`config.mk`:
```
export PLATFORM = sky130hd
export DESIGN_NAME = motor_feedback_turn_tracker_top_flat
export DESIGN_NICKNAME = d
export VERILOG_FILES = /design/src/mftt_pkg.sv /design/src/mftt_if.sv /design/src/motor_feedback_turn_tracker_top.sv /design/src/flat_wrapper.sv
export SDC_FILE = /design/constraint.sdc
export NUM_CORES = 1
export LEC_CHECK = 0
export BUFFER_PORTS_ARGS = -buffer_cell sky130_fd_sc_hd__buf_2
export CAP_MARGIN = 20
export CORE_MARGIN = 2
export CORE_UTILIZATION = 64
export CTS_CLUSTER_SIZE = 14
export DETAILED_ROUTE_END_ITERATION = 6
export PLACE_DENSITY = 0.85
export SLEW_MARGIN = 20
export SYNTH_ARGS = -nofsm -noshare
export SYNTH_HDL_FRONTEND = slang
export SYNTH_SLANG_ARGS = --single-unit
```
`constraint.sdc`:
```
create_clock -name i_clk -period 20.2 [get_ports i_clk]
set_input_delay 3.03 -clock i_clk [delete_from_list [all_inputs] [get_ports i_clk]]
set_output_delay 3.03 -clock i_clk [all_outputs]
set_load 0.01 [all_outputs]
```
`src/mftt_pkg.sv`:
```
// Package with the shared types and constants of the motor feedback turn tracker.
`timescale 1ns / 1ps
`default_nettype none

package mftt_pkg;

    // Weight of one full turn in the total position word.
    localparam int TURN_SHIFT = 13;

    localparam int CFG_IDX_W  = 3;
    localparam int CFG_DATA_W = 11;

    // Register indexes on the configuration port.
    localparam logic [CFG_IDX_W-1:0] CFG_SLOTS_IN_USE = 3'd0;
    localparam logic [CFG_IDX_W-1:0] CFG_SLOT0_ID     = 3'd1;

    typedef struct packed {
        logic [10:0] frame_id;
        logic [7:0]  byte0;
        logic [7:0]  byte1;
        logic [7:0]  byte2;
        logic [7:0]  byte3;
        logic [7:0]  byte4;
        logic [7:0]  byte5;
    } t_in_item;

    typedef struct packed {
        logic               matched;
        logic [1:0]         slot_index;
        logic [15:0]        angle;
        logic [15:0]        speed_raw;
        logic [15:0]        current_raw;
        logic signed [31:0] turn_count;
        logic signed [31:0] total_position;
        logic [15:0]        home_angle;
    } t_out_item;

    typedef struct packed {
        logic [CFG_IDX_W-1:0]  index;
        logic [CFG_DATA_W-1:0] data;
    } t_cfg_write;

    // One slot of the state memory.
    typedef struct packed {
        logic [15:0]        last_angle;
        logic signed [31:0] turns;
        logic [15:0]        latched_zero;
    } t_slot_entry;

    typedef enum logic [1:0] {
        S_IDLE,
        S_READ,
        S_UPDATE,
        S_OUT
    } t_state;

endpackage

`default_nettype wire

```
`src/mftt_if.sv`:
```
// Handshake interfaces for the input, result and configuration channels.
`timescale 1ns / 1ps
`default_nettype none

interface mftt_in_if;
    import mftt_pkg::*;
    logic     valid;
    logic     ready;
    t_in_item payload;
    modport source (output valid, output payload, input ready);
    modport sink   (input valid, input payload, output ready);
endinterface

interface mftt_out_if;
    import mftt_pkg::*;
    logic      valid;
    logic      ready;
    t_out_item payload;
    modport source (output valid, output payload, input ready);
    modport sink   (input valid, input payload, output ready);
endinterface

interface mftt_cfg_if;
    import mftt_pkg::*;
    logic       valid;
    logic       ready;
    t_cfg_write payload;
    modport source (output valid, output payload, input ready);
    modport sink   (input valid, input payload, output ready);
endinterface

`default_nettype wire

```
`src/motor_feedback_turn_tracker_top.sv`:
```
// Top level of the motor feedback turn tracker: id match, state memory and unwrapping.
`timescale 1ns / 1ps
`default_nettype none
// An accepted item passes through the read, update and output steps around the single-port
// state memory; its result is registered and held on the output until taken, and no new
// item is accepted before then. Reset (synchronous, active low) clears the sequencer state,
// the slot count, the slot ids and the per-slot valid bits at once; a slot that is not
// valid reads as all zero, so no clearing pass.

module motor_feedback_turn_tracker_top #(
    parameter int MOTOR_SLOTS = 4,
    parameter int ANGLE_MAX   = 8191
) (
    input  wire         i_clk,
    input  wire         i_rst_n,
    mftt_in_if.sink     i_in,
    mftt_out_if.source  o_out,
    mftt_cfg_if.sink    i_cfg
);
    import mftt_pkg::*;

    localparam int SLOT_W = (MOTOR_SLOTS > 1) ? $clog2(MOTOR_SLOTS) : 1;
    // Half a turn in angle counts, as a signed value wide enough for any difference.
    localparam logic signed [17:0] HALF_TURN = 18'(ANGLE_MAX / 2);

    // Configuration registers. The port never stalls.
    logic [2:0]  r_slots_in_use;
    logic [10:0] r_slot_id [MOTOR_SLOTS];

    assign i_cfg.ready = 1'b1;

    always_ff @(posedge i_clk) begin
        if (!i_rst_n) begin
            r_slots_in_use <= '0;
            for (int k = 0; k < MOTOR_SLOTS; k++) begin
                r_slot_id[k] <= '0;
            end
        end else if (i_cfg.valid) begin
            if (i_cfg.payload.index == CFG_SLOTS_IN_USE) begin
                r_slots_in_use <= i_cfg.payload.data[2:0];
            end
            // Writes to ids of slots that do not exist simply find no register.
            for (int k = 0; k < MOTOR_SLOTS; k++) begin
                if (i_cfg.payload.index == CFG_IDX_W'(CFG_SLOT0_ID + k)) begin
                    r_slot_id[k] <= i_cfg.payload.data;
                end
            end
        end
    end

    // Sequencer state.
    t_state r_state, n_state;

    logic in_accept;
    logic out_accept;

    assign in_accept  = i_in.valid && i_in.ready;
    assign out_accept = o_out.valid && o_out.ready;

    // Frame id search: the lowest searched slot whose id matches wins. A slot count
    // above the number of slots simply searches every slot.
    logic              c_hit;
    logic [SLOT_W-1:0] c_hit_slot;

    always_comb begin
        c_hit      = 1'b0;
        c_hit_slot = '0;
        for (int s = MOTOR_SLOTS - 1; s >= 0; s--) begin
            if ((32'(s) < 32'(r_slots_in_use)) && (r_slot_id[s] == i_in.payload.frame_id)) begin
                c_hit      = 1'b1;
                c_hit_slot = SLOT_W'(s);
            end
        end
    end

    // Item registers, loaded on acceptance.
    logic              r_hit;
    logic [SLOT_W-1:0] r_slot;
    logic [15:0]       r_angle;
    logic [15:0]       r_speed;
    logic [15:0]       r_current;

    always_ff @(posedge i_clk) begin
        if (in_accept) begin
            r_hit     <= c_hit;
            r_slot    <= c_hit_slot;
            r_angle   <= {i_in.payload.byte0, i_in.payload.byte1};
            r_speed   <= {i_in.payload.byte2, i_in.payload.byte3};
            r_current <= {i_in.payload.byte4, i_in.payload.byte5};
        end
    end

    // Per-slot state memory with a registered read. The valid bit of a slot doubles as
    // its zero-captured flag: a slot is only ever written when a frame matches it, and
    // that first write is also the one that latches the zero angle.
    t_slot_entry r_mem [MOTOR_SLOTS];
    logic [MOTOR_SLOTS-1:0] r_slot_valid;
    t_slot_entry r_rd_data;
    logic        r_rd_valid;
    logic        c_wr_en;
    t_slot_entry c_wr_data;

    always_ff @(posedge i_clk) begin
        if (r_state == S_READ) begin
            r_rd_data  <= r_mem[r_slot];
            r_rd_valid <= r_slot_valid[r_slot];
        end
        if (c_wr_en) begin
            r_mem[r_slot] <= c_wr_data;
        end
    end

    always_ff @(posedge i_clk) begin
        if (!i_rst_n) begin
            r_slot_valid <= '0;
        end else if (c_wr_en) begin
            r_slot_valid[r_slot] <= 1'b1;
        end
    end

    // Unwrapping on the entry just read. A slot never written behaves as all zero.
    t_slot_entry       c_old;
    logic signed [17:0] c_diff;
    logic signed [31:0] c_turns;
    logic signed [31:0] c_pos;
    logic [15:0]        c_zero;

    always_comb begin
        c_old  = r_rd_valid ? r_rd_data : '0;
        c_diff = $signed({2'b00, c_old.last_angle}) - $signed({2'b00, r_angle});
        if (c_diff > HALF_TURN) begin
            c_turns = c_old.turns + 32'sd1;
        end else if (c_diff < -HALF_TURN) begin
            c_turns = c_old.turns - 32'sd1;
        end else begin
            c_turns = c_old.turns;
        end
        c_pos  = (c_turns <<< TURN_SHIFT) + $signed({16'd0, r_angle});
        c_zero = r_rd_valid ? c_old.latched_zero : r_angle;

        c_wr_data.last_angle   = r_angle;
        c_wr_data.turns        = c_turns;
        c_wr_data.latched_zero = c_zero;
    end

    // Result register. An unmatched frame gives an all-zero result.
    t_out_item r_out;

    always_ff @(posedge i_clk) begin
        if (r_state == S_UPDATE) begin
            if (r_hit) begin
                r_out.matched        <= 1'b1;
                r_out.slot_index     <= 2'(r_slot);
                r_out.angle          <= r_angle;
                r_out.speed_raw      <= r_speed;
                r_out.current_raw    <= r_current;
                r_out.turn_count     <= c_turns;
                r_out.total_position <= c_pos;
                r_out.home_angle     <= c_zero;
            end else begin
                r_out <= '0;
            end
        end
    end

    assign o_out.payload = r_out;

    // Next state.
    always_comb begin
        n_state = r_state;
        case (r_state)
            S_IDLE: begin
                if (in_accept) begin
                    n_state = S_READ;
                end
            end
            S_READ: begin
                n_state = S_UPDATE;
            end
            S_UPDATE: begin
                n_state = S_OUT;
            end
            S_OUT: begin
                if (out_accept) begin
                    n_state = S_IDLE;
                end
            end
            default: begin
                n_state = S_IDLE;
            end
        endcase
    end

    // Outputs of the sequencer.
    always_comb begin
        i_in.ready  = 1'b0;
        o_out.valid = 1'b0;
        c_wr_en     = 1'b0;
        case (r_state)
            S_IDLE: begin
                i_in.ready = 1'b1;
            end
            S_READ: begin
            end
            S_UPDATE: begin
                c_wr_en = r_hit;
            end
            S_OUT: begin
                o_out.valid = 1'b1;
            end
            default: begin
            end
        endcase
    end

    always_ff @(posedge i_clk) begin
        if (!i_rst_n) begin
            r_state <= S_IDLE;
        end else begin
            r_state <= n_state;
        end
    end

endmodule

`default_nettype wire

```
`src/flat_wrapper.sv`:
```
// flat-port wrapper written by rule: the top's interface ports become plain ports
module motor_feedback_turn_tracker_top_flat import mftt_pkg::*;
#(
    parameter int MOTOR_SLOTS = 4,
    parameter int ANGLE_MAX   = 8191
)
  (i_clk, i_rst_n, i_in_valid, i_in_payload, i_in_ready, o_out_valid, o_out_payload, o_out_ready, i_cfg_valid, i_cfg_payload, i_cfg_ready);
  mftt_in_if i_in_i ();
  mftt_out_if o_out_i ();
  mftt_cfg_if i_cfg_i ();
  input  wire i_clk;
  input  wire i_rst_n;
  input wire logic [$bits(i_in_i.valid)-1:0] i_in_valid;
  input wire logic [$bits(i_in_i.payload)-1:0] i_in_payload;
  output wire logic [$bits(i_in_i.ready)-1:0] i_in_ready;
  output wire logic [$bits(o_out_i.valid)-1:0] o_out_valid;
  output wire logic [$bits(o_out_i.payload)-1:0] o_out_payload;
  input wire logic [$bits(o_out_i.ready)-1:0] o_out_ready;
  input wire logic [$bits(i_cfg_i.valid)-1:0] i_cfg_valid;
  input wire logic [$bits(i_cfg_i.payload)-1:0] i_cfg_payload;
  output wire logic [$bits(i_cfg_i.ready)-1:0] i_cfg_ready;
  assign i_in_i.valid = i_in_valid;
  assign i_in_i.payload = i_in_payload;
  assign i_in_ready = i_in_i.ready;
  assign o_out_valid = o_out_i.valid;
  assign o_out_payload = o_out_i.payload;
  assign o_out_i.ready = o_out_ready;
  assign i_cfg_i.valid = i_cfg_valid;
  assign i_cfg_i.payload = i_cfg_payload;
  assign i_cfg_ready = i_cfg_i.ready;
  motor_feedback_turn_tracker_top #(.MOTOR_SLOTS(MOTOR_SLOTS), .ANGLE_MAX(ANGLE_MAX)) u_core (.i_clk(i_clk), .i_rst_n(i_rst_n), .i_in(i_in_i), .o_out(o_out_i), .i_cfg(i_cfg_i));
endmodule
```
==> qor.yml <==
worst_setup_path:
  path_delay_family: "compound AO/OA/AOI/OAI gates"
  worstSetupPathType: "flop to flop"
  cp-start-kind: "flop"
  critical_path.slowest_cell: "edfxtp_1"
  worst_path_largest_cell_delay_ns: 0.76
  path_cells: "buf_4 > and2_1 > ha_1 > a21oi_1 > o21ai_0 > o21bai_1 > o311ai_1 > nand2_1 > or4_4 > o21ai_2 > a21oi_1 > a21oi_1 > ha_1 > a21o_1 > a21o_1 > nor4b_4 > nand2_1 > or3_1 > a21oi_1"
  cp_max_fo: 83
  cp_data_required_time_ns: 20.63
  reg2reg_slack_ns: 13.68
  critPathCaptureType: "flop"
  crit_buf_inv: 1
  crit_arrival_ns: 6.96
  cpMostUsedCell: "a21oi_1"
cells_and_area:
  drive_above_1_share_pct: 25.31
  instances_no_fill: 2148
  layout.nets: 1751
  n_antenna_cell: 0
  regArea_mm2: 0.01622
  area_delta_synth_final_pct: 13.85
  multiInputGateArea_mm2: 0.006377
  fillerInstances: 2104
cts:
  h-tree-depth: 2
  post_cts_buffers: 0
  cts-root-buf: "clkbuf_16"
  worstSkewPairLatency_ns: 0.60
  clkTransAtPathRegs_ns: 0.06
  cts_tree: "done"
  ctsResizeCount: 0
  clock-sinks: 543
  hold_buffers: 0
  numCtsBuffers: 53
  cts_buffer_depth: 3
floorplan:
  die_y_um: 193.6
  ioPinCount: 212
  die-width_um: 193.6
  die_area_mm2: 0.03748
  num_rows: 69
  start_util_pct: 64.84
  design.core.area_mm2: 0.03548
synthesis:
  synthCells: 1431
  synth_edf_count: 534
  synth_top_area_cell: "edfxtp_1"
  syn_avg_cell_area_um2: 16.08
  ys_async_sr_fraction_pct: 0
  synth_top_area_share_pct: 69.70
  ys_warn_count: 0
  syn_nets: 1536
  ys_ff_latch: 543
  syn_area_mm2: 0.02301
  ys_dominant_reg_cell: "edfxtp_1"
  synthTopCellsByArea: "edfxtp_1 70%, mux4_2 6.4%, and2_1 3.8%"
  synth_seq_area_share_pct: 70.48
  ys_types: 101
drt:
  post_drt_wl_per_cell_um: 22.23
  drt_iter0_drc: 1464
  postRouteWirelength_um: 47760
  postRouteAntennaNets: 0
  drcViolationCount: 0
  vias: 13270
  viasPerCell: 6.176
  drt_first_pass_iters: 6
timing:
  tightest_slew_ns: 1.114
  tns_ns: 0
  final.period_utilization_pct: 32.30
  layout_setup_ws_ns: 13.68
  skew_ns: 0.02379
  timing.hold.ws_ns: 0.4757
  relSlewSlack_pct: 25.26
  drv_slew: 0
  rsz0062_at_grt: "false"
  max_freq_ghz: 0.1533
  hold_viol_final: 0
  setup_viol: 0
  finalCriticalPeriod_ns: 6.524
placement:
  io_buffers: 210
  gp_congestion: 0.8792
  dp_slack_ns: 13.81
  dp_hpwl_um: 29210
  placedCellCount: 2052
job:
  cap_violations: 0
min_path:
  hp-class: "flop to flop"
power:
  peakVddDrop_v: 0.00009674
  p_per_area_mw_per_mm2: 141.5
  p_total_w: 0.003706
  power_leakage_nw: 9.188
status:
  status: "completed"
global_routing:
  grt_pass1_wl_um: 74910
  antenna_found_initial: 1
  grt_usage_pct: 25.70
  grt_max_degree: 84
  grt_pass1_vias: 13400
  grt_overflow_total: 0
worst reg2reg max path, delay by kind of cell, from the launching register on:
kind	cells	cell delay (ns)
AO/OA/AOI/OAI	10	2.26
adder cells (fa/ha/maj)	2	0.56
flip-flops	1	0.76
buffers and inverters	1	0.75
AND/OR/NAND/NOR	6	2.04
cell type report:
| class | count | area share [%] |
|---|---|---|
| multi-input cells | 785 | 24.35 |
| repair buffers | 227 | 4.500 |
| clock inverters | 30 | 1.070 |
| well taps | 461 | 2.202 |
| flip-flops and latches | 543 | 61.91 |
| inverters | 36 | 0.5159 |
| clock buffers | 66 | 5.451 |
placed cells by master (no fill, tap or decap), types with 17 or more instances in the layout:
master	instances
o21ai_0	40
and2_1	138
clkbuf_16	55
edfxtp_1	534
buf_2	210
nand4_1	19
xnor2_1	42
a21oi_1	39
nand2_1	80
xor2_1	24
buf_4	17
ha_1	23
mux4_2	65
nand3_1	19
inv_1	34
nor2_1	64
cell families (layout without fill, tap and decap cells):
family                     count (synthesis)  in the layout  share of synthesized area (%)
DFF                                      543            543                          70.48
and+or+nand+nor                          423            423                          10.38
AOI/OAI and AO/OA                        187            187                          5.966
buffers and inverters                    103            359                          2.001
muxes                                     80             80                          7.038
xor gates and xnor gates                  67             67                          2.583
adders and majority gates                 27             27                          1.534
other                                      1              1                        0.01630
metrics by stage:
step / area, µm² / utilization, %
after global placement: 24480 / 69.00
after CTS: 26190 / 73.81
after detailed placement: 24480 / 69.00
final: 26190 / 73.81
after global routing: 26190 / 73.81
after floorplan: 23010 / -
flip-flops by register name, summed over array words and instances, names as in the netlist, 2 cells and up:
signal                 flops
u_core.r_mem             256
u_core.o_out.payload     118
u_core.r_rd_data          64
u_core.r_slot_id          44
u_core.r_angle            16
u_core.r_current          16
u_core.r_speed            16
u_core.r_slot_valid        4
u_core.r_slots_in_use      3
u_core.r_slot              2
u_core.r_state             2
report_power, final:
group	internal (W)	switching, W	leakage, nW
clock	0.000563	0.000409	0.819
combinational	0.000365	0.000700	3.37
sequential	0.00158	0.0000896	5.00
final timing paths:
kind / startpoint / endpoint / cells past startpoint
min: u_core.r_slot_valid[2] / u_core.r_slot_valid[2] / 1
max reg2reg: u_core.r_rd_valid / u_core.o_out.payload[46] / 19
min reg2reg: u_core.r_slot_valid[2] / u_core.r_slot_valid[2] / 1
max: u_core.r_rd_valid / u_core.o_out.payload[46] / 19
layer usage:
layer | part of all wire [%] | vias up | global-route usage (%)
met2 | 49 | 635 | 41.27
met4 | 2.3 | 2 | 8.510
li1 | - | 5912 | -
met1 | 41 | 6630 | 36.13
met5 | 0.023 | - | 0
met3 | 8.2 | 88 | 4.864
synth_stat cells, types with 14 or more instances:
cell type / n
nand3_1: 19
nor2_1: 66
mux4_2: 65
a21oi_1: 39
nand4_1: 19
buf_4: 14
and2_1: 139
ha_1: 25
edfxtp_1: 534
nand2_1: 80
inv_1: 34
nor3_1: 15
o21ai_0: 42
xnor2_1: 42
xor2_1: 24
clkbuf_1: 40
(Power assumes the default switching activity.)
